File: src/design/ihex_pkg.sv
package ihex_pkg;

    localparam int MAX_DATA_BYTES = 16;
    localparam int POS_CAP        = 2 * MAX_DATA_BYTES + 11;
    localparam int POS_W          = $clog2(POS_CAP + 1);
    localparam int IDX_W          = $clog2(MAX_DATA_BYTES);
    localparam int CNT_W          = IDX_W + 1;
    localparam int BYTE_IDX_W     = $clog2(POS_CAP / 2 + 1);
    localparam int ADDR_W         = 24;

    localparam logic [7:0] LINE_END    = 8'h0A;
    localparam logic [7:0] CHAR_A      = 8'h41;
    localparam logic [7:0] CHAR_ZERO   = 8'h30;

    localparam logic [1:0] KIND_WRITE  = 2'd0;
    localparam logic [1:0] KIND_ACK    = 2'd1;
    localparam logic [1:0] KIND_NAK    = 2'd2;

    localparam logic [7:0] REC_DATA    = 8'h00;
    localparam logic [7:0] REC_EOF     = 8'h01;
    localparam logic [7:0] REC_EXTADDR = 8'h04;

    localparam logic CFG_APP_START  = 1'b0;
    localparam logic CFG_HIGH_LIMIT = 1'b1;

    localparam logic [ADDR_W-1:0] APP_START_RESET  = 24'd1024;
    localparam logic [7:0]        HIGH_LIMIT_RESET = 8'd48;

    // hex digit value, wraps modulo 256 for characters outside the digit set
    function automatic logic [7:0] nibble_value(input logic [7:0] c);
        logic [7:0] v;
        if (c >= CHAR_A) begin
            v = c - CHAR_A + 8'd10;
        end else begin
            v = c - CHAR_ZERO;
        end
        return v;
    endfunction

endpackage

File: src/design/ihex_char_if.sv
interface ihex_char_if;
    logic       valid;
    logic       ready;
    logic [7:0] rx_char;

    modport source (output valid, output rx_char, input ready);
    modport sink   (input valid, input rx_char, output ready);
endinterface

File: src/design/ihex_res_if.sv
interface ihex_res_if;
    logic                         valid;
    logic                         ready;
    logic [1:0]                   kind;
    logic [ihex_pkg::ADDR_W-1:0]  write_address;
    logic [7:0]                   write_data;
    logic                         end_of_file;
    logic                         last;

    modport source (output valid, output kind, output write_address, output write_data,
                    output end_of_file, output last, input ready);
    modport sink   (input valid, input kind, input write_address, input write_data,
                    input end_of_file, input last, output ready);
endinterface

File: src/design/intel_hex_record_loader.sv
// channel   dir   payload                                          request
// i_rx      in    rx_char[7:0]                                     one line character
// o_res     out   kind, write_address, write_data, end_of_file,   one write, ack or nak
//                 last
//
// sequence: a character is accepted, then passes once through the shared 24-bit
// adder; a line end is closed by an ack or nak, and for a written data record first
// goes through an address compare and a write burst, each result stalled while o_res is full
// reset: i_rst_n synchronous active low, clears sequencer, line state and result valid flag
// stalls: o_res has its own result register; a held result stalls the write burst and the closing ack or nak

module intel_hex_record_loader (
    input  logic                        i_clk,
    input  logic                        i_rst_n,
    input  logic                        i_cfg_we,
    input  logic                        i_cfg_index,
    input  logic [ihex_pkg::ADDR_W-1:0] i_cfg_data,
    ihex_char_if.sink                   i_rx,
    ihex_res_if.source                  o_res
);

    // sequencer codes
    localparam logic [2:0] S_IDLE  = 3'd0;   // waiting for a character
    localparam logic [2:0] S_CHAR  = 3'd1;   // decode character or close line
    localparam logic [2:0] S_CMP   = 3'd2;   // address against application start
    localparam logic [2:0] S_WRITE = 3'd3;   // write burst, one byte a cycle while o_res is free
    localparam logic [2:0] S_FIN   = 3'd4;   // closing ack or nak

    // configuration
    logic [ihex_pkg::ADDR_W-1:0] r_app_start;
    logic [7:0]                  r_high_limit;

    // sequencer and line state
    logic [2:0]                  r_state, n_state;
    logic [7:0]                  r_char;
    logic [ihex_pkg::POS_W-1:0]  r_pos, n_pos;
    logic [7:0]                  r_first, n_first;
    logic [7:0]                  r_cks, n_cks;
    logic [7:0]                  r_len, n_len;
    logic [15:0]                 r_addr_low, n_addr_low;
    logic [7:0]                  r_type, n_type;
    logic [7:0]                  r_addr_high, n_addr_high;
    logic                        r_overflow, n_overflow;
    logic                        r_finished, n_finished;
    logic [ihex_pkg::CNT_W-1:0]  r_idx, n_idx;
    logic [1:0]                  r_fin_kind, n_fin_kind;
    logic                        r_fin_eof, n_fin_eof;

    // data bytes of the current line
    logic [7:0] r_buf [ihex_pkg::MAX_DATA_BYTES];
    logic                        buf_we;
    logic [ihex_pkg::IDX_W-1:0]  buf_waddr;

    // result register
    logic                        r_out_valid, n_out_valid;
    logic [1:0]                  r_out_kind, n_out_kind;
    logic [ihex_pkg::ADDR_W-1:0] r_out_addr, n_out_addr;
    logic [7:0]                  r_out_data, n_out_data;
    logic                        r_out_eof, n_out_eof;
    logic                        r_out_last, n_out_last;
    logic                        out_free;

    // shared adder: checksum sums, address compare and write addresses
    logic [ihex_pkg::ADDR_W-1:0] alu_a, alu_b;
    logic                        alu_cin;
    logic [ihex_pkg::ADDR_W:0]   alu_sum;

    // character decode
    logic [7:0]                       nib;
    logic [7:0]                       byte_val;
    logic [ihex_pkg::BYTE_IDX_W-1:0]  byte_idx;
    logic [ihex_pkg::BYTE_IDX_W-1:0]  data_idx;
    logic                             line_done;
    logic [9:0]                       need_pos;
    logic [ihex_pkg::ADDR_W-1:0]      full_addr;

    assign i_rx.ready = (r_state == S_IDLE);

    assign o_res.valid         = r_out_valid;
    assign o_res.kind          = r_out_kind;
    assign o_res.write_address = r_out_addr;
    assign o_res.write_data    = r_out_data;
    assign o_res.end_of_file   = r_out_eof;
    assign o_res.last          = r_out_last;

    assign out_free = !r_out_valid || o_res.ready;

    assign nib       = ihex_pkg::nibble_value(r_char);
    assign byte_val  = {r_first[3:0], 4'b0000} | nib;
    assign byte_idx  = ihex_pkg::BYTE_IDX_W'(r_pos >> 1) - ihex_pkg::BYTE_IDX_W'(1);
    assign data_idx  = byte_idx - ihex_pkg::BYTE_IDX_W'(4);
    assign need_pos  = {1'b0, r_len, 1'b0} + 10'd11;
    assign line_done = ({{(10 - ihex_pkg::POS_W){1'b0}}, r_pos} >= need_pos);
    assign full_addr = {r_addr_high, r_addr_low};

    // operand selection for the shared adder
    always_comb begin
        alu_a   = '0;
        alu_b   = '0;
        alu_cin = 1'b0;
        unique case (r_state)
            S_CHAR: begin
                alu_a = {16'b0, r_cks};
                alu_b = {16'b0, byte_val};
            end
            S_CMP: begin
                // addr - start, carry out set when addr >= start
                alu_a   = full_addr;
                alu_b   = ~r_app_start;
                alu_cin = 1'b1;
            end
            S_WRITE: begin
                alu_a = full_addr;
                alu_b = {{(ihex_pkg::ADDR_W - ihex_pkg::CNT_W){1'b0}}, r_idx};
            end
            default: begin
                alu_a = '0;
            end
        endcase
    end

    assign alu_sum = {1'b0, alu_a} + {1'b0, alu_b}
                   + {{ihex_pkg::ADDR_W{1'b0}}, alu_cin};

    // sequencer
    always_comb begin
        n_state     = r_state;
        n_pos       = r_pos;
        n_first     = r_first;
        n_cks       = r_cks;
        n_len       = r_len;
        n_addr_low  = r_addr_low;
        n_type      = r_type;
        n_addr_high = r_addr_high;
        n_overflow  = r_overflow;
        n_finished  = r_finished;
        n_idx       = r_idx;
        n_fin_kind  = r_fin_kind;
        n_fin_eof   = r_fin_eof;
        buf_we      = 1'b0;
        buf_waddr   = data_idx[ihex_pkg::IDX_W-1:0];

        n_out_valid = r_out_valid && !o_res.ready;
        n_out_kind  = r_out_kind;
        n_out_addr  = r_out_addr;
        n_out_data  = r_out_data;
        n_out_eof   = r_out_eof;
        n_out_last  = r_out_last;

        unique case (r_state)
            S_IDLE: begin
                // after end of file every character is dropped here
                if (i_rx.valid && !r_finished) begin
                    n_state = S_CHAR;
                end
            end

            S_CHAR: begin
                n_state = S_IDLE;
                if (r_char == ihex_pkg::LINE_END) begin
                    n_state    = S_FIN;
                    n_fin_kind = ihex_pkg::KIND_ACK;
                    n_fin_eof  = 1'b0;
                    if (!line_done || r_overflow || r_cks != 8'd0) begin
                        n_fin_kind = ihex_pkg::KIND_NAK;
                    end else if (r_type == ihex_pkg::REC_DATA) begin
                        n_state = S_CMP;
                    end else if (r_type == ihex_pkg::REC_EOF) begin
                        n_finished = 1'b1;
                        n_fin_eof  = 1'b1;
                    end else if (r_type == ihex_pkg::REC_EXTADDR && r_len >= 8'd2) begin
                        n_addr_high = r_buf[1];
                    end
                end else if (r_pos < ihex_pkg::POS_W'(ihex_pkg::POS_CAP)) begin
                    n_pos = r_pos + ihex_pkg::POS_W'(1);
                    if (r_pos != '0) begin
                        if (r_pos[0]) begin
                            n_first = nib;
                        end else begin
                            // bytes past the checksum byte leave the sum alone
                            if (byte_idx < ihex_pkg::BYTE_IDX_W'(4)
                                || {{(8 - ihex_pkg::BYTE_IDX_W){1'b0}}, data_idx} <= r_len) begin
                                n_cks = alu_sum[7:0];
                            end
                            case (byte_idx)
                                ihex_pkg::BYTE_IDX_W'(0): n_len  = byte_val;
                                ihex_pkg::BYTE_IDX_W'(1): n_addr_low = {byte_val, r_addr_low[7:0]};
                                ihex_pkg::BYTE_IDX_W'(2): n_addr_low = {r_addr_low[15:8], byte_val};
                                ihex_pkg::BYTE_IDX_W'(3): n_type = byte_val;
                                default: begin
                                    if ({{(8 - ihex_pkg::BYTE_IDX_W){1'b0}}, data_idx} < r_len) begin
                                        if (data_idx < ihex_pkg::BYTE_IDX_W'(ihex_pkg::MAX_DATA_BYTES))
                                        begin
                                            buf_we = 1'b1;
                                        end else begin
                                            n_overflow = 1'b1;
                                        end
                                    end
                                end
                            endcase
                        end
                    end
                end
            end

            S_CMP: begin
                n_idx = '0;
                if (r_addr_high < r_high_limit && alu_sum[ihex_pkg::ADDR_W]) begin
                    n_state = S_WRITE;
                end else begin
                    n_state = S_FIN;
                end
            end

            S_WRITE: begin
                // a complete line holds at most MAX_DATA_BYTES data bytes
                if ({{(8 - ihex_pkg::CNT_W){1'b0}}, r_idx} == r_len) begin
                    n_state = S_FIN;
                end else if (out_free) begin
                    n_out_valid = 1'b1;
                    n_out_kind  = ihex_pkg::KIND_WRITE;
                    n_out_addr  = alu_sum[ihex_pkg::ADDR_W-1:0];
                    n_out_data  = r_buf[r_idx[ihex_pkg::IDX_W-1:0]];
                    n_out_eof   = 1'b0;
                    n_out_last  = 1'b0;
                    n_idx       = r_idx + ihex_pkg::CNT_W'(1);
                end
            end

            S_FIN: begin
                if (out_free) begin
                    n_out_valid = 1'b1;
                    n_out_kind  = r_fin_kind;
                    n_out_addr  = '0;
                    n_out_data  = '0;
                    n_out_eof   = r_fin_eof;
                    n_out_last  = 1'b1;
                    // clear per-line state
                    n_pos      = '0;
                    n_first    = '0;
                    n_cks      = '0;
                    n_len      = '0;
                    n_addr_low = '0;
                    n_type     = '0;
                    n_overflow = 1'b0;
                    n_state    = S_IDLE;
                end
            end

            default: begin
                n_state = S_IDLE;
            end
        endcase
    end

    always_ff @(posedge i_clk) begin
        if (!i_rst_n) begin
            r_state      <= S_IDLE;
            r_pos        <= '0;
            r_first      <= '0;
            r_cks        <= '0;
            r_len        <= '0;
            r_addr_low   <= '0;
            r_type       <= '0;
            r_addr_high  <= '0;
            r_overflow   <= 1'b0;
            r_finished   <= 1'b0;
            r_idx        <= '0;
            r_fin_kind   <= ihex_pkg::KIND_ACK;
            r_fin_eof    <= 1'b0;
            r_out_valid  <= 1'b0;
            r_app_start  <= ihex_pkg::APP_START_RESET;
            r_high_limit <= ihex_pkg::HIGH_LIMIT_RESET;
        end else begin
            r_state     <= n_state;
            r_pos       <= n_pos;
            r_first     <= n_first;
            r_cks       <= n_cks;
            r_len       <= n_len;
            r_addr_low  <= n_addr_low;
            r_type      <= n_type;
            r_addr_high <= n_addr_high;
            r_overflow  <= n_overflow;
            r_finished  <= n_finished;
            r_idx       <= n_idx;
            r_fin_kind  <= n_fin_kind;
            r_fin_eof   <= n_fin_eof;
            r_out_valid <= n_out_valid;
            if (i_cfg_we) begin
                case (i_cfg_index)
                    ihex_pkg::CFG_APP_START:  r_app_start  <= i_cfg_data;
                    ihex_pkg::CFG_HIGH_LIMIT: r_high_limit <= i_cfg_data[7:0];
                    default:                  r_app_start  <= r_app_start;
                endcase
            end
        end
    end

    // payload registers
    always_ff @(posedge i_clk) begin
        if (r_state == S_IDLE && i_rx.valid) begin
            r_char <= i_rx.rx_char;
        end
        if (buf_we) begin
            r_buf[buf_waddr] <= byte_val;
        end
        r_out_kind <= n_out_kind;
        r_out_addr <= n_out_addr;
        r_out_data <= n_out_data;
        r_out_eof  <= n_out_eof;
        r_out_last <= n_out_last;
    end

`ifndef SYNTH
    // a write result never closes a line
    a_write_not_last: assert property (@(posedge i_clk) disable iff (!i_rst_n)
        r_out_valid && r_out_kind == ihex_pkg::KIND_WRITE |-> !r_out_last)
        else $error("write result marked last");

    // end of file holds until reset
    a_finished_sticky: assert property (@(posedge i_clk) disable iff (!i_rst_n)
        r_finished |=> r_finished)
        else $error("end of file flag dropped");

    // character position saturates at the line limit
    a_pos_cap: assert property (@(posedge i_clk) disable iff (!i_rst_n)
        r_pos <= ihex_pkg::POS_W'(ihex_pkg::POS_CAP))
        else $error("character position past limit");

    // the write burst never runs past the data buffer
    a_burst_bound: assert property (@(posedge i_clk) disable iff (!i_rst_n)
        r_state == S_WRITE |-> r_idx <= ihex_pkg::CNT_W'(ihex_pkg::MAX_DATA_BYTES))
        else $error("write burst index past buffer");
`endif

endmodule

File: src/flat_wrapper.sv
// flat-port wrapper written by rule: the top's interface ports become plain ports
module intel_hex_record_loader_flat 
  (i_clk, i_rst_n, i_cfg_we, i_cfg_index, i_cfg_data, i_rx_valid, i_rx_rx_char, i_rx_ready, o_res_valid, o_res_kind, o_res_write_address, o_res_write_data, o_res_end_of_file, o_res_last, o_res_ready);
  ihex_char_if i_rx_i ();
  ihex_res_if o_res_i ();
  input  logic i_clk;
  input  logic i_rst_n;
  input  logic i_cfg_we;
  input  logic i_cfg_index;
  input  logic [ihex_pkg::ADDR_W-1:0] i_cfg_data;
  input wire logic [$bits(i_rx_i.valid)-1:0] i_rx_valid;
  input wire logic [$bits(i_rx_i.rx_char)-1:0] i_rx_rx_char;
  output wire logic [$bits(i_rx_i.ready)-1:0] i_rx_ready;
  output wire logic [$bits(o_res_i.valid)-1:0] o_res_valid;
  output wire logic [$bits(o_res_i.kind)-1:0] o_res_kind;
  output wire logic [$bits(o_res_i.write_address)-1:0] o_res_write_address;
  output wire logic [$bits(o_res_i.write_data)-1:0] o_res_write_data;
  output wire logic [$bits(o_res_i.end_of_file)-1:0] o_res_end_of_file;
  output wire logic [$bits(o_res_i.last)-1:0] o_res_last;
  input wire logic [$bits(o_res_i.ready)-1:0] o_res_ready;
  assign i_rx_i.valid = i_rx_valid;
  assign i_rx_i.rx_char = i_rx_rx_char;
  assign i_rx_ready = i_rx_i.ready;
  assign o_res_valid = o_res_i.valid;
  assign o_res_kind = o_res_i.kind;
  assign o_res_write_address = o_res_i.write_address;
  assign o_res_write_data = o_res_i.write_data;
  assign o_res_end_of_file = o_res_i.end_of_file;
  assign o_res_last = o_res_i.last;
  assign o_res_i.ready = o_res_ready;
  intel_hex_record_loader u_core (.i_clk(i_clk), .i_rst_n(i_rst_n), .i_cfg_we(i_cfg_we), .i_cfg_index(i_cfg_index), .i_cfg_data(i_cfg_data), .i_rx(i_rx_i), .o_res(o_res_i));
endmodule
File: config.mk
export PLATFORM = sky130hd
export DESIGN_NAME = intel_hex_record_loader_flat
export DESIGN_NICKNAME = d
export VERILOG_FILES = /design/src/design/ihex_pkg.sv /design/src/design/ihex_char_if.sv /design/src/design/ihex_res_if.sv /design/src/design/intel_hex_record_loader.sv /design/src/flat_wrapper.sv
export SDC_FILE = /design/constraint.sdc
export NUM_CORES = 1
export LEC_CHECK = 0
export ABC_CLOCK_PERIOD_IN_PS = 10800
export BUFFER_PORTS_ARGS = -buffer_cell sky130_fd_sc_hd__clkbuf_2
export CAP_MARGIN = 0
export CORE_AREA = 2 2 199 280
export DETAILED_ROUTE_END_ITERATION = 16
export DIE_AREA = 0 0 201 282
export SLEW_MARGIN = 20
export SYNTH_ARGS = -nofsm -noshare
export SYNTH_HDL_FRONTEND = slang
export SYNTH_SLANG_ARGS = --single-unit
File: constraint.sdc
create_clock -name i_clk -period 10.8 [get_ports i_clk]
set_input_delay 1.08 -clock i_clk [delete_from_list [all_inputs] [get_ports i_clk]]
set_output_delay 1.08 -clock i_clk [all_outputs]
set_load 0.005 [all_outputs]
# Yosys cells after proc, flatten, opt, wreduce, memory -nomap -nowiden
# Memory sizes are Yosys's and may differ from the RTL's. A register that Yosys moved wholly into a read port is not among the register bits.
# Index checks and enable logic that the tools add are counted.
[word_totals]
in_bits = 38
mem_count = 1
ram_bits = 128
latch_bits = 0
word_cells = 213
regBits = 140
out_inout_bits = 38
mem_bits_ro = 0
[op_classes]
shift = 0
n_eq_ne = 31
n_reduce_logical = 40
multipliers = 0
order_cmp = 9
div = 0
bitwise_logic = 6
addsub = 10
n_mux = 94
[mem_list]
columns = ["name", "words", "word_bits", "rd", "rd_ports_with_merged_regs", "wr", "line", "rtl"]
rows = [
  ["u_core.r_buf", 16, 8, 2, 2, 1, "intel_hex_record_loader.sv:50", "logic [7:0] r_buf [ihex_pkg::MAX_DATA_BYTES];"],
]
[op_table]
columns = ["op", "n"]
rows = [
  ["8-bit two-way mux", 19],
  ["24-bit case mux with 2 select lines", 2],
  ["16-bit two-way mux", 5],
  ["24-bit two-way mux", 3],
  ["24-bit case mux with 3 select lines", 1],
  ["16-bit case mux with 2 select lines", 2],
  ["8-bit case mux with 2 select lines", 4],
  ["1-bit two-way mux", 27],
  ["2-bit by 1-bit inequality test with 1-bit output, second input constant", 13],
  ["24-bit by 24-bit adder with 25-bit output", 1],
  ["25-bit by 1-bit adder with 25-bit output", 1],
  ["4-bit two-way mux", 6],
  ["24-bit NOT", 1],
  ["3-bit two-way mux", 7],
  ["7-bit AND reduction", 3],
  ["6-bit two-way mux", 3],
  ["8-bit AND reduction", 2],
  ["3-bit case mux with 5 select lines", 1],
  ["2-bit inequality test, second input constant", 7],
  ["6-bit case mux with 2 select lines", 1],
  ["6-bit AND reduction", 2],
  ["9-bit by 4-bit adder with 10-bit output, second input constant", 1],
  ["5-bit by 2-bit equality test with 1-bit output, second input constant", 2],
  ["6-bit by 10-bit greater-or-equal comparator with 1-bit output", 1],
  ["47 further kinds", 75],
]

# Logic depth before layout (Yosys ltp)
# Gate-level depths: netlist of run 1.
[logic_depth]
ltp_word = 13
mapped_depth = 17
mapped_depth_nobuf = 17

# Worst setup path after synthesis of run 1
# No wires, ideal clock.
[synth_path]
kind = "reg2reg"
startpoint = "register u_core.r_char[0]"
endpoint = "register u_core.r_state[0]"
setup_time_ns = 0.060
period_less_slack_ns = 4.298
setup_slack_ns = 6.502
arrival_ns = 4.238
path_stages_with_launch = 17
n_path_buf = 0
required_ns = 10.740
path_cell_list = "edfxtp_1 -> inv_1 -> ha_1 -> nor4b_1 -> o21ai_1 -> a21oi_2 -> xnor2_1 -> a22oi_1 -> fa_1 -> fa_1 -> nand2b_1 -> a21oi_1 -> o2111ai_1 -> a211oi_2 -> o2111ai_1 -> a211oi_1 -> o311a_1"
[synth_between]
elab_chain_len = 10
elab_cells_between_ends = 14
cone_classes = "5 x add/sub; 1 x order compare; 1 x eq/ne; 5 x mux; 1 x bitwise; 1 x reduce/logical"
[synth_lines]
columns = ["element", "line", "rtl"]
rows = [
  ["from (decl)", "intel_hex_record_loader.sv:35", "logic [7:0] r_char;"],
  ["from (signal assigned)", "intel_hex_record_loader.sv:302", "r_char <= i_rx.rx_char;"],
  ["8-bit by 7-bit subtractor with 8-bit output", "ihex_pkg.sv:33", "v = c - CHAR_A + 8'd10;"],
  ["8-bit by 4-bit adder with 8-bit output", "ihex_pkg.sv:33", ""],
  ["8-bit two-way mux *", "ihex_pkg.sv:32", "if (c >= CHAR_A) begin"],
  ["8-bit bitwise OR *", "intel_hex_record_loader.sv:89", "assign byte_val = {r_first[3:0], 4'b0000} | nib;"],
  ["via u_core.byte_val[0]", "intel_hex_record_loader.sv:70", "logic [7:0] byte_val;"],
  ["24-bit case mux with 3 select lines *", "intel_hex_record_loader.sv:101", "unique case (r_state)"],
  ["24-bit by 24-bit adder with 25-bit output *", "intel_hex_record_loader.sv:122", "assign alu_sum = {1'b0, alu_a} + {1'b0, alu_b}"],
  ["25-bit by 1-bit adder with 25-bit output *", "intel_hex_record_loader.sv:123", "+ {{ihex_pkg::ADDR_W{1'b0}}, alu_cin};"],
  ["1-bit logical AND *", "intel_hex_record_loader.sv:208", "if (r_addr_high < r_high_limit && alu_sum[ihex_pkg::ADDR_W]) begin"],
  ["3-bit two-way mux *", "intel_hex_record_loader.sv:208", ""],
  ["3-bit case mux with 5 select lines *", "intel_hex_record_loader.sv:150", "unique case (r_state)"],
  ["to (signal assigned)", "intel_hex_record_loader.sv:275", "r_state <= n_state;"],
  ["to (decl)", "intel_hex_record_loader.sv:34", "logic [2:0] r_state, n_state;"],
]
# The timed path passes the listed nets; every way through them passes the cells marked *.
# A chain may end at the register's enable or synchronous reset.

# Final worst setup path of run 1
# Ends and elaborated chain as after synthesis.

==> metrics.md, run 1 <==
| Metric | Value |
|---|---|
| Status | complete, no violations |
| CP Launch Point | u_core.r_char[0] |
| Starting Density | ~25% |
| Synthesized net count | 1239 |
| Core region area | 54000 um2 |
| Vias in the first global route | around 9k |
| Total power | 2.27 mW |
| Max Clk Rate | approximately 200 MHz |
| Startpoint types | flop |
| Routed wire length | 34900 um |
| IO Count | 76 |
| Die area | 56700 um2 |
| Post-Synth Simple-Gate Area | between 10% and 20% |
| Antenna violations before repair | 0 |
| Grt total ovfl | 0 |
| Resized Gates After CTS | 0 |
| TritonCTS clock tree | yes |
| Worst Setup EP | u_core.r_state[0] |
| Layout area overhead | 15.7% |
| CTS sink count | 280 |
| Main synth FF type | edfxtp_1 |
| Post-route setup TNS | 0 ns |
| Remaining antenna violation count after routing | 0 |
| Cells after synthesis | 1136 |
| # DRC | 0 |
| Peak VDD IR | 0.000111 V |
| Clock-pin slew on the worst setup and hold paths | 0.07 ns |
| Post-Route Utilization | between 20 and 30% |
| DRT iter0 DRCs | 638 |
| Adder-cell share of the synthesized area | 6.18% |
| Register area share after synthesis | 54.6% |
| Max_cap viols | 0 |
| Fin. Hold Viols | 0 |
| Worst slew margin | 33.5% |
| Max-slew violations | 0 |
| Post-synthesis mux area share | 9.10% |
| Worst clock skew | 0.0145 ns |
| Reg2reg end | u_core.r_state[0] |
| Multi-input gate area | 5700 um2 |
| Async SR Flop Fraction | 0% |
| Max Root-Sink Buffers | 3 |
| Final nets | ~1.3k |
| Fin crit period | between 5 and 6 ns |
| Layout cells sized above 1 | 16.6% |
| Leading area contributor after synthesis | edfxtp_1 |
| H-Tree Depth | 1 |
| Count of flip-flops with a built-in enable after synthesis | 172 |
| First-pass GRT wire length | 52900 um |
| R2R cell count | 17 |
| Period utilisation layout | 46.3% |
| Row count | 101 |
| GRT Total Usage | 12.1% |
| Via count | 9090 |
| Largest net degree at the start of global routing | 75 |
| Mapped Area | 13400 um2 |
| Top cells by area, synth | edfxtp_1 39%, dfxtp_1 16%, mux4_2 6.7% |
| Die height | 282 um |
| Leak pwr | 5.68 nW |
| Port Buffers | 75 |
| Post-detail-place hpwl | 25200 um |
| FF-to-FF Start | u_core.r_char[0] |
| Cts hold-fix bufs | 0 |
| Worst skew pair latency | around 0.56 ns |
| GP Congestion | 0.854 |
| Most common cell in the netlist | edfxtp_1 |
| R2R Setup Slk | 5.80 ns |
| CP arrival | 5.50 ns |
| Post-synthesis xor/xnor area fraction | 1.89% |
| Setup violations, final | 0 |
| CP max FO | 18 |
| Vias per std cell | 4.67 |
| Filler cells | 5508 |
| Syn avg cell area | 11.8 um2 |
| Initial DRT Pass Iterations | 5 |
| Yosys cell types | 79 |
| Die Width | ~200 um |
| Hold crit path type | flop to flop |
| Slew @ Worst Pin | 0.996 ns |
| PwrDens | 146 nW/um2 |
| Crit. End Element | flop |
| Req. time, crit path | approximately 11 ns |
| Top cell type's share of synthesized area | ~39% |
| Post-synthesis compound-gate area fraction | 11.3% |
| Post-CTS setup buffers | 0 |
| Clock root cell | clkbuf_16 |
| Synth Register Bits | 280 |
| Synth cell count leaders | 172 x edfxtp_1, 109 x nand2_1, 108 x dfxtp_1 |
| Worst Slack Setup Final | 5.80 ns |
| Main combinational cell family by area after synthesis | simple AND/OR/NAND/NOR gates |
| Yosys Warn Count | 0 |
| Register area | 7330 um2 |
| DR WL/cell | 17.9 um |
| WS Path Type | flop to flop |
| Dpl ws | around 5.8 ns |
| RSZ-0062 raised after global routing | false |
| N_diodes | 0 |
| Total CTS buffers | 27 |
## worst max-delay path, stage by stage, from the launching register on
cell and delay [ns]:
edfxtp_1 0.46, inv_1 0.12, ha_1 0.14, nor4b_1 0.30, o21ai_1 0.16, a21oi_2 0.37, xnor2_1 0.17, buf_4 0.24
a22oi_1 0.14, fa_1 0.50, fa_1 0.41, nand2b_1 0.19, a21oi_1 0.22, o2111ai_1 0.25, a211oi_2 0.43, o2111ai_1 0.25
a211oi_1 0.35, o311a_1 0.22
## cell usage in the layout (no fill, tap or decap), types with 6 or more instances in the layout
cell type / n
xor2_1: 14
xnor2_1: 15
mux4_2: 40
buf_4: 14
o22ai_1: 7
a21oi_1: 87
edfxtp_1: 172
clkbuf_16: 29
o21a_1: 12
a31oi_1: 7
mux2i_1: 32
nand3_1: 21
o211ai_1: 10
nor2_1: 97
a22o_1: 11
or3_1: 6
nand4_1: 8
and2_1: 29
inv_1: 42
nor2b_1: 7
and3_1: 25
o21ai_1: 24
nand2b_1: 15
nor3_1: 12
o21ai_0: 15
a21o_1: 17
ha_1: 63
clkbuf_2: 75
dfxtp_1: 107
nand2_1: 109
## sequential cells by signal, indices dropped and copies added (netlist names), 4 cells and up, named ones only
name,cells
u_core.r_first,4
u_core.o_res.write_address,24
u_core.r_cks,8
u_core.r_pos,6
u_core.o_res.write_data,8
u_core.r_type,8
u_core.r_addr_high,8
u_core.r_idx,5
u_core.r_char,8
u_core.r_buf,128
u_core.r_addr_low,16
u_core.r_high_limit,8
u_core.r_app_start,24
u_core.r_len,8
## metrics by stage
stage | hold slack (ns) | area [um2] | cells
after detailed placement | 0.442 | 14600 | 1897
after floorplan | 0.418 | 13400 | 1136
after global routing | 0.477 | 15500 | 1947
after CTS | 0.457 | 15500 | 1947
after global placement | 0.426 | 14600 | 1897
final | 0.455 | 15500 | 1947
## cells by family after synthesis
logic type / count (synthesis)
AO/OA/AOI/OAI: 229
flip-flops: 280
multiplexers: 72
AND/OR/NAND/NOR: 366
buffers and inverters: 95
adder cells (fa/ha/maj): 65
XOR/XNOR: 29
## final cells by class
cell class	count	area share, %
multi-input cells	761	36.8
repair buffers	89	3.10
flip-flops and latches	280	47.2
clock inverters	18	1.26
inverters	46	1.11
clock buffers	32	4.75
well taps	721	5.81
## power by group
group	switching [mW]	internal [mW]	total (mW)	leakage, nW
registers	0.00935	1.15	1.16	2.40
logic	0.0808	0.0343	0.115	2.84
clock network	0.424	0.567	0.990	0.451
## layer usage
layer	global-route usage [%]	part of all wire, %	vias up
li1	-	-	4322
met1	14.1	40	4488
met2	22.4	53	214
met3	1.34	3.7	66
met4	5.41	4.1	0
met5	0	0	-
## worst min path at each step
stage | start | end | slack (ns) | cells past startpoint
6_report | u_core.r_high_limit[2] | u_core.r_high_limit[2] | 0.45 | 2
5_1_grt | u_core.r_fin_kind[0] | u_core.r_fin_kind[0] | 0.48 | 1
4_1_cts | u_core.r_fin_kind[0] | u_core.r_fin_kind[0] | 0.46 | 1
3_5_place_dp | u_core.r_fin_kind[0] | u_core.r_fin_kind[0] | 0.44 | 1
3_3_place_gp | u_core.r_fin_kind[0] | u_core.r_fin_kind[0] | 0.43 | 1
2_1_floorplan | u_core.r_fin_kind[0] | u_core.r_fin_kind[0] | 0.42 | 1
Power figures use the tool's default switching activity.
==> run 2: changes to the inputs <==
ABC_CLOCK_PERIOD_IN_PS = 4800   (was 10800)
clock period = 4.8 ns   (was 10.8 ns; I/O delays follow)
==> run 2 against run 1 <==
Net effect:
- utilization increased by 0.24 points
- clock power increased by 130%
- worst hold slack got worse by 0.37 ns
- wire length increased by 1.5%
- worst setup slack got worse by 5.5 ns
- final cell count increased by 0.72%
- clock skew increased by 0.0078 ns
==> metrics.md, run 2 (synthesized netlist as in run 1, its figures left out) <==
| Metric | Value |
|---|---|
| Layout area overhead | 16.7% |
| WS Path Type | flop to flop |
| DRT iter0 DRCs | 614 (-3.8%) |
| Setup violations, final | 0 (unchanged) |
| Switching pwr | 1.21 mW (+130%) |
| Status | complete, no violations |
| Commonest non-fill, non-tap cells in the layout | 172 x edfxtp_1, 109 x nand2_1, 107 x dfxtp_1 |
| Worst hold stages | 1 (-1) |
| Antenna violations before repair | 0 (unchanged) |
| Worst Slack Setup Final | 0.256 ns (-5.54 ns) |
| Max-slew violations | 0 (unchanged) |
| Hold Startpoint | i_rx_rx_char[2] |
| N_diodes | 0 (unchanged) |
| Startpoint types | flop |
| Combinational share of power | 5.3% (+0.2 points) |
| Vias per std cell | 4.65 (-0.36%) |
| Initial DRT Pass Iterations | 5 (unchanged) |
| Pint | 3.99 mW (+130%) |
| Remaining antenna violation count after routing | 0 (unchanged) |
| WHS Endpoint | u_core.r_char[2] |
| Clock-pin slew on the worst setup and hold paths | 0.06 ns (about the same) |
| First-pass GRT wire length | 54300 um (+2.5%) |
| Part of the power in registers | 50.2% (-1.0 points) |
| CP max FO | 5 (-13) |
| Worst slew margin | 37.4% (+3.9 points) |
| Design Area, Final | 15700 um2 (+0.85%) |
| Req. time, crit path | 5.31 ns (-5.99 ns) |
| Clock root cell | clkbuf_16 |
| Die area | 56700 um2 (unchanged) |
| Placed Instances | 1905 (+0.42%) |
| R2R cell count | 17 (unchanged) |
| Fin crit period | 4.54 ns (-0.459 ns) |
| # DRC | 0 (unchanged) |
| Commonest non-fill, non-tap cell in the layout | edfxtp_1 |
| Post-CTS setup buffers | 0 (unchanged) |
| Largest net degree at the start of global routing | 42 (-44%) |
| Hold crit path type | primary input to flop |
| DR WL/cell | 18.1 um (+0.77%) |
| Routed wire length | 35400 um (+1.5%) |
| Worst clock skew | 0.0223 ns (+0.00776 ns) |
| FF-to-FF Start | u_core.r_char[0] |
| Layout cells sized above 1 | 17.8% (+1.2 points) |
| RSZ-0062 raised after global routing | false |
| Clock share of power | 44.5% (+0.8 points) |
| Max_cap viols | 0 (unchanged) |
| Core region area | 54000 um2 (unchanged) |
| Reg2reg end | u_core.r_state[0] |
| Worst skew pair latency | 0.58 ns (+0.02 ns) |
| Cts hold-fix bufs | 0 (unchanged) |
| Grt total ovfl | 0 (unchanged) |
| Post-route setup TNS | 0 ns (unchanged) |
| Port Buffers | 75 (unchanged) |
| CTS sink count | 280 (unchanged) |
| Post-detail-place hpwl | 25600 um (+1.9%) |
| Max Root-Sink Buffers | 3 (unchanged) |
| Via count | 9122 (+0.35%) |
| GP Congestion | 0.852 (-0.22%) |
| Total CTS buffers | 29 (+7.4%) |
| Leak pwr | 5.76 nW (+1.4%) |
| Die Width | 201 um (unchanged) |
| Dpl ws | 0.212 ns (-5.59 ns) |
| Final nets | 1320 (+0.92%) |
| IO Count | 76 (unchanged) |
| Die height | 282 um (unchanged) |
| Filler cells | 5547 (+0.71%) |
| Fin. Hold Viols | 0 (unchanged) |
| Resized Gates After CTS | 0 (unchanged) |
| Non-Filler Instances | 1961 (+0.72%) |
| Period utilisation layout | 94.7% (+48 points) |
| Switching share of total power | 23.2% (+0.54 points) |
| Row count | 101 (unchanged) |
| Peak VDD IR | 0.000254 V (+130%) |
| Slew @ Worst Pin | 0.939 ns (-0.0578 ns) |
| Crit. End Element | flop |
| TritonCTS clock tree | yes |
| CP arrival | 5.05 ns (-0.45 ns) |
| PwrDens | 332 nW/um2 (+130%) |
| Max reg flops | 128 (unchanged) |
| Reg with most FFs | u_core.r_buf |
| GRT Total Usage | 12.4% (+0.28 points) |
| Hold slack final | 0.0844 ns (-0.370 ns) |
| Post-Place Cell Area | 14700 um2 (+0.43%) |
| Vias in the first global route | 9385 (+3.9%) |
| Starting Density | 24.9% (unchanged) |
| H-Tree Depth | 1 (unchanged) |
| R2R Setup Slk | 0.26 ns (-5.54 ns) |
| Max Clk Rate | 220 MHz (+10%) |
## run 2: cell types whose count changed in the layout (fill, tap and decap cells not counted), moves of 2 or more
cell      change
buf_4        +10
clkinv_1      -4
clkbuf_4      +2
clkbuf_8      +2
## run 2: area by class of cell
cell class	count	area (um2)	area share [%]
Clock buffer	38	808	5.16
Clock inverter	16	178	1.14
Inverter	46	173	1.10
Multi-Input combinational cell	761	5700	36.4
Sequential cell	280	7330	46.8
Tap cell	721	902	5.76
Timing Repair Buffer	99	556	3.55
## run 2: worst max-delay path, cell delays in order (launching register included)
cell and delay [ns]:
edfxtp_1 0.46, inv_1 0.12, ha_1 0.15, nor4b_1 0.25, o21ai_1 0.14, a21oi_2 0.19, xnor2_1 0.22, a22oi_1 0.18
fa_1 0.47, fa_1 0.42, nand2b_1 0.18, a21oi_1 0.22, o2111ai_1 0.26, a211oi_2 0.27, buf_4 0.17, o2111ai_1 0.20
a211oi_1 0.37, o311a_1 0.20
## run 2: how the worst max path moves through the flow
stage          depth (start not counted)              from           endpoint
5_1_grt                               17  u_core.r_char[0]  u_core.r_state[0]
3_3_place_gp                          16  u_core.r_char[0]  u_core.r_state[0]
6_report                              17  u_core.r_char[0]  u_core.r_state[0]
2_1_floorplan                         16  u_core.r_char[0]  u_core.r_state[0]
3_5_place_dp                          16  u_core.r_char[0]  u_core.r_state[0]
4_1_cts                               16  u_core.r_char[0]  u_core.r_state[0]
## run 2: per-layer routing
metal | GRT usage [%] | routed length (um) | share of wire, % | vias to the layer above
met5 | 0 | 0 | 0 | -
met4 | 5.26 | 1360 | 3.8 | 0
met3 | 1.84 | 1620 | 4.6 | 72
met2 | 23.6 | 18900 | 53 | 214
met1 | 13.6 | 13600 | 38 | 4467
li1 | - | - | - | 4369
## run 2: through the flow
step	util (%)	power (mW)
floorplan	-	2.81
global placement	27.1	2.93
detailed placement	27.2	2.94
CTS	29.0	5.26
global route	29.0	5.37
finish	29.0	5.20
## run 2: power groups by stage
| stage | combinational, mW | sequential [mW] | clock, mW |
|---|---|---|---|
| 2_1_floorplan | 0.159 | 2.65 | 0 |
| 3_5_place_dp | 0.275 | 2.66 | 0 |
| 4_1_cts | 0.278 | 2.61 | 2.38 |
| 3_3_place_gp | 0.270 | 2.66 | 0 |
| 6_report | 0.277 | 2.61 | 2.31 |
| 5_1_grt | 0.301 | 2.61 | 2.46 |
==> run 3: changes to the inputs <==
ABC_AREA = 1   (was not set)
CORE_AREA = 2 2 200 281   (was 2 2 199 280)
DIE_AREA = 0 0 202 283   (was 0 0 201 282)
==> run 3 against run 2 <==
Net effect:
- wire length increased by 9.5%
- highest routed layer unchanged
- clock power increased by 5%
- non-clock buffer count is 12 higher
- count of clock-buffer cells in the layout shrank 7
- utilization rose by 0.062 points
- global-route usage grew 0.92 points
==> metrics.md, run 3 <==
| Metric | Value |
|---|---|
| Max_cap viols | 0 (unchanged) |
| Top cell by count, worst path | nand2_1 |
| Starting Density | 24.7% (-0.13 points) |
| Startpoint types | flop |
| Worst skew pair latency | 0.56 ns (-0.02 ns) |
| Main synth FF type | edfxtp_1 |
| Syn avg cell area | 9.13 um2 (-23%) |
| Grt total ovfl | 0 (unchanged) |
| Yosys Warn Count | 0 (unchanged) |
| Filler cells | 5723 (+3.2%) |
| Post-Route Utilization | 29.1% (+0.062 points) |
| Synthesized net count | 1586 (+28%) |
| Hold slack final | 0.101 ns (+0.0163 ns) |
| Peak VDD IR | 0.000220 V (-13%) |
| Antenna violations before repair | 0 (unchanged) |
| Hold crit path type | primary input to flop |
| GP Congestion | 0.934 (+9.6%) |
| First-pass GRT wire length | 60500 um (+11%) |
| Setup violations, final | 0 (unchanged) |
| CP max FO | 8 (+3) |
| PwrDens | 344 nW/um2 (+3.6%) |
| Post-detail-place hpwl | 27600 um (+7.7%) |
| TritonCTS clock tree | yes |
| Commonest non-fill, non-tap cell in the layout | nor2_1 |
| Vias per std cell | 4.67 (+0.37%) |
| H-Tree Depth | 1 (unchanged) |
| Worst slew margin | 42.3% (+4.8 points) |
| Cts hold-fix bufs | 0 (unchanged) |
| RSZ-0062 raised after global routing | false |
| Die height | 283 um (+0.35%) |
| Count of flip-flops with a built-in enable after synthesis | 172 (unchanged) |
| DRT iter0 DRCs | 837 (+36%) |
| Clock-pin slew on the worst setup and hold paths | 0.07 ns (about the same) |
| Worst clock skew | 0.0140 ns (-0.00826 ns) |
| Synth cell count leaders | 270 x nor2_1, 176 x nand2_1, 172 x edfxtp_1 |
| Remaining antenna violation count after routing | 0 (unchanged) |
| Mapped Area | 13500 um2 (+0.91%) |
| Commonest non-fill, non-tap cells in the layout | 270 x nor2_1, 176 x nand2_1, 172 x edfxtp_1 |
| Switching share of total power | 23.6% (+0.37 points) |
| Pint | 4.19 mW (+4.9%) |
| IO Count | 76 (unchanged) |
| N_diodes | 0 (unchanged) |
| Top cells by area, synth | edfxtp_1 38%, dfxtp_1 16%, nor2_1 7.5% |
| Layout cells sized above 1 | 12.4% (-5.5 points) |
| Slew @ Worst Pin | 0.857 ns (-0.0814 ns) |
| Max reg flops | 128 (unchanged) |
| Largest net degree at the start of global routing | 64 (+52%) |
| Port Buffers | 75 (unchanged) |
| Crit-path cells | inv_1 > ha_1 > and3_1 > nand3_1 > nand3_1 > xor2_1 > inv_1 > nand2_1 > o221ai_1 > inv_1 > fa_1 > fa_1 > o21ai_0 > nand2_1 > nand2_1 > nand2_1 > nand2_1 > nand2_1 > nand2_1 > a21o_1 > nand2_1 > nand2_1 > nor2_1 |
| Post-Place Cell Area | 14900 um2 (+1.6%) |
| Crit path largest cell delay | 0.47 ns (about the same) |
| Most common cell in the netlist | nor2_1 |
| Fin crit period | 4.22 ns (-0.321 ns) |
| Clock root cell | clkbuf_16 |
| Fin. Hold Viols | 0 (unchanged) |
| Core region area | 54800 um2 (+1.5%) |
| Combinational share of power | 7.4% (+2.1 points) |
| Max Root-Sink Buffers | 3 (unchanged) |
| Status | complete, no violations |
| CP max-delay cell | fa_1 |
| Total CTS buffers | 29 (unchanged) |
| Initial DRT Pass Iterations | 5 (unchanged) |
| Routed wire length | 38800 um (+9.5%) |
| Post-route setup TNS | 0 ns (unchanged) |
| Crit. End Element | flop |
| Resized Gates After CTS | 0 (unchanged) |
| GRT Total Usage | 13.3% (+0.92 points) |
| Leak pwr | 6.28 nW (+9.1%) |
| Die area | 57200 um2 (+0.85%) |
| Part of the power in registers | 48.4% (-1.8 points) |
| Req. time, crit path | 5.11 ns (-0.20 ns) |
| Period utilisation layout | 88.0% (-6.7 points) |
| Row count | 102 (+0.99%) |
| # DRC | 0 (unchanged) |
| Via count | 10.8k (+19%) |
| Design Area, Final | 15900 um2 (+1.7%) |
| Max-slew violations | 0 (unchanged) |
| Total power | 5.48 mW (+5.4%) |
| Post-CTS setup buffers | 0 (unchanged) |
| Reg with most FFs | u_core.r_buf |
| Vias in the first global route | 10.8k (+15%) |
| Layout area overhead | 17.6% |
| Cells after synthesis | 1483 (+31%) |
| CTS sink count | 280 (unchanged) |
| DR WL/cell | 16.7 um (-7.5%) |
| Top cell type's share of synthesized area | 38.2% (-0.35 points) |
| Async SR Flop Fraction | 0% (unchanged) |
| CP delay by family, top | simple AND/OR/NAND/NOR gates |
| Die Width | 202 um (+0.50%) |
| CP arrival | 4.53 ns (-0.52 ns) |
| WP buf/inv | 3 (+1) |
| Clock share of power | 44.2% (-0.3 points) |
| Register area share after synthesis | 54.1% (-0.49 points) |
| Leading area contributor after synthesis | edfxtp_1 |
| Switching pwr | 1.29 mW (+7.1%) |
| Yosys cell types | 54 (-32%) |
| WS Path Type | flop to flop |
| Synth Register Bits | 280 (unchanged) |
| Max Clk Rate | 237 MHz (+7.6%) |
| Final nets | 1676 (+27%) |
run 3: worst reg2reg max path, delay by kind of cell (launching register included):
kind	cells	cell delay [ns]
simple gates	13	1.26
fa+ha+maj	3	1.08
compound gates	3	0.60
flops	1	0.43
buf+inv	3	0.40
xor+xnor	1	0.20
run 3: cell type report:
type / count / area, um2 / area share (%)
Clock buffer: 31 / 743 / 4.67
Clock inverter: 22 / 285 / 1.79
Inverter: 159 / 602 / 3.78
Multi-Input combinational cell: 992 / 5400 / 33.9
Sequential cell: 280 / 7330 / 46.0
Tap cell: 728 / 911 / 5.72
Timing Repair Buffer: 111 / 646 / 4.06
run 3: final timing paths:
kind,startpoint,to,slack [ns],cells after the start
worst max-delay path,u_core.r_char[4],u_core.o_res.write_address[22],0.58,23
worst min-delay path,i_rx_rx_char[6],u_core.r_char[6],0.10,1
worst max register to register,u_core.r_char[4],u_core.o_res.write_address[22],0.58,23
worst min register to register,u_core.r_finished,u_core.r_finished,0.46,2
run 3: per-layer routing:
layer	track usage [%]	wire length, um
met4	5.99	1690
met3	1.20	1480
met2	24.3	19800
met5	0	0
met1	15.7	15800
run 3: metrics by stage:
| step | instances | setup slack [ns] |
|---|---|---|
| after floorplan | 1483 | 0.535 |
| after global placement | 2270 | 0.686 |
| after detailed placement | 2270 | 0.640 |
| after CTS | 2323 | 0.624 |
| after global routing | 2323 | 0.172 |
| final | 2323 | 0.577 |
run 3: cells by family (layout without fill, tap and decap cells):
family / after synthesis / after routing / share of synthesized area [%]
buffers and inverters: 211 / 323 / 6.06
DFF: 280 / 280 / 54.1
AOI/OAI and AO/OA: 370 / 370 / 15.8
adders and majority gates: 65 / 65 / 6.12
and+or+nand+nor: 544 / 544 / 17.1
xor gates and xnor gates: 13 / 13 / 0.841
run 3: power groups by stage:
stage	clock (mW)	sequential (mW)	combinational [mW]
2_1_floorplan	0	2.69	0.247
3_3_place_gp	0	2.70	0.391
3_5_place_dp	0	2.71	0.399
4_1_cts	2.48	2.65	0.403
5_1_grt	2.56	2.66	0.448
6_report	2.42	2.65	0.403
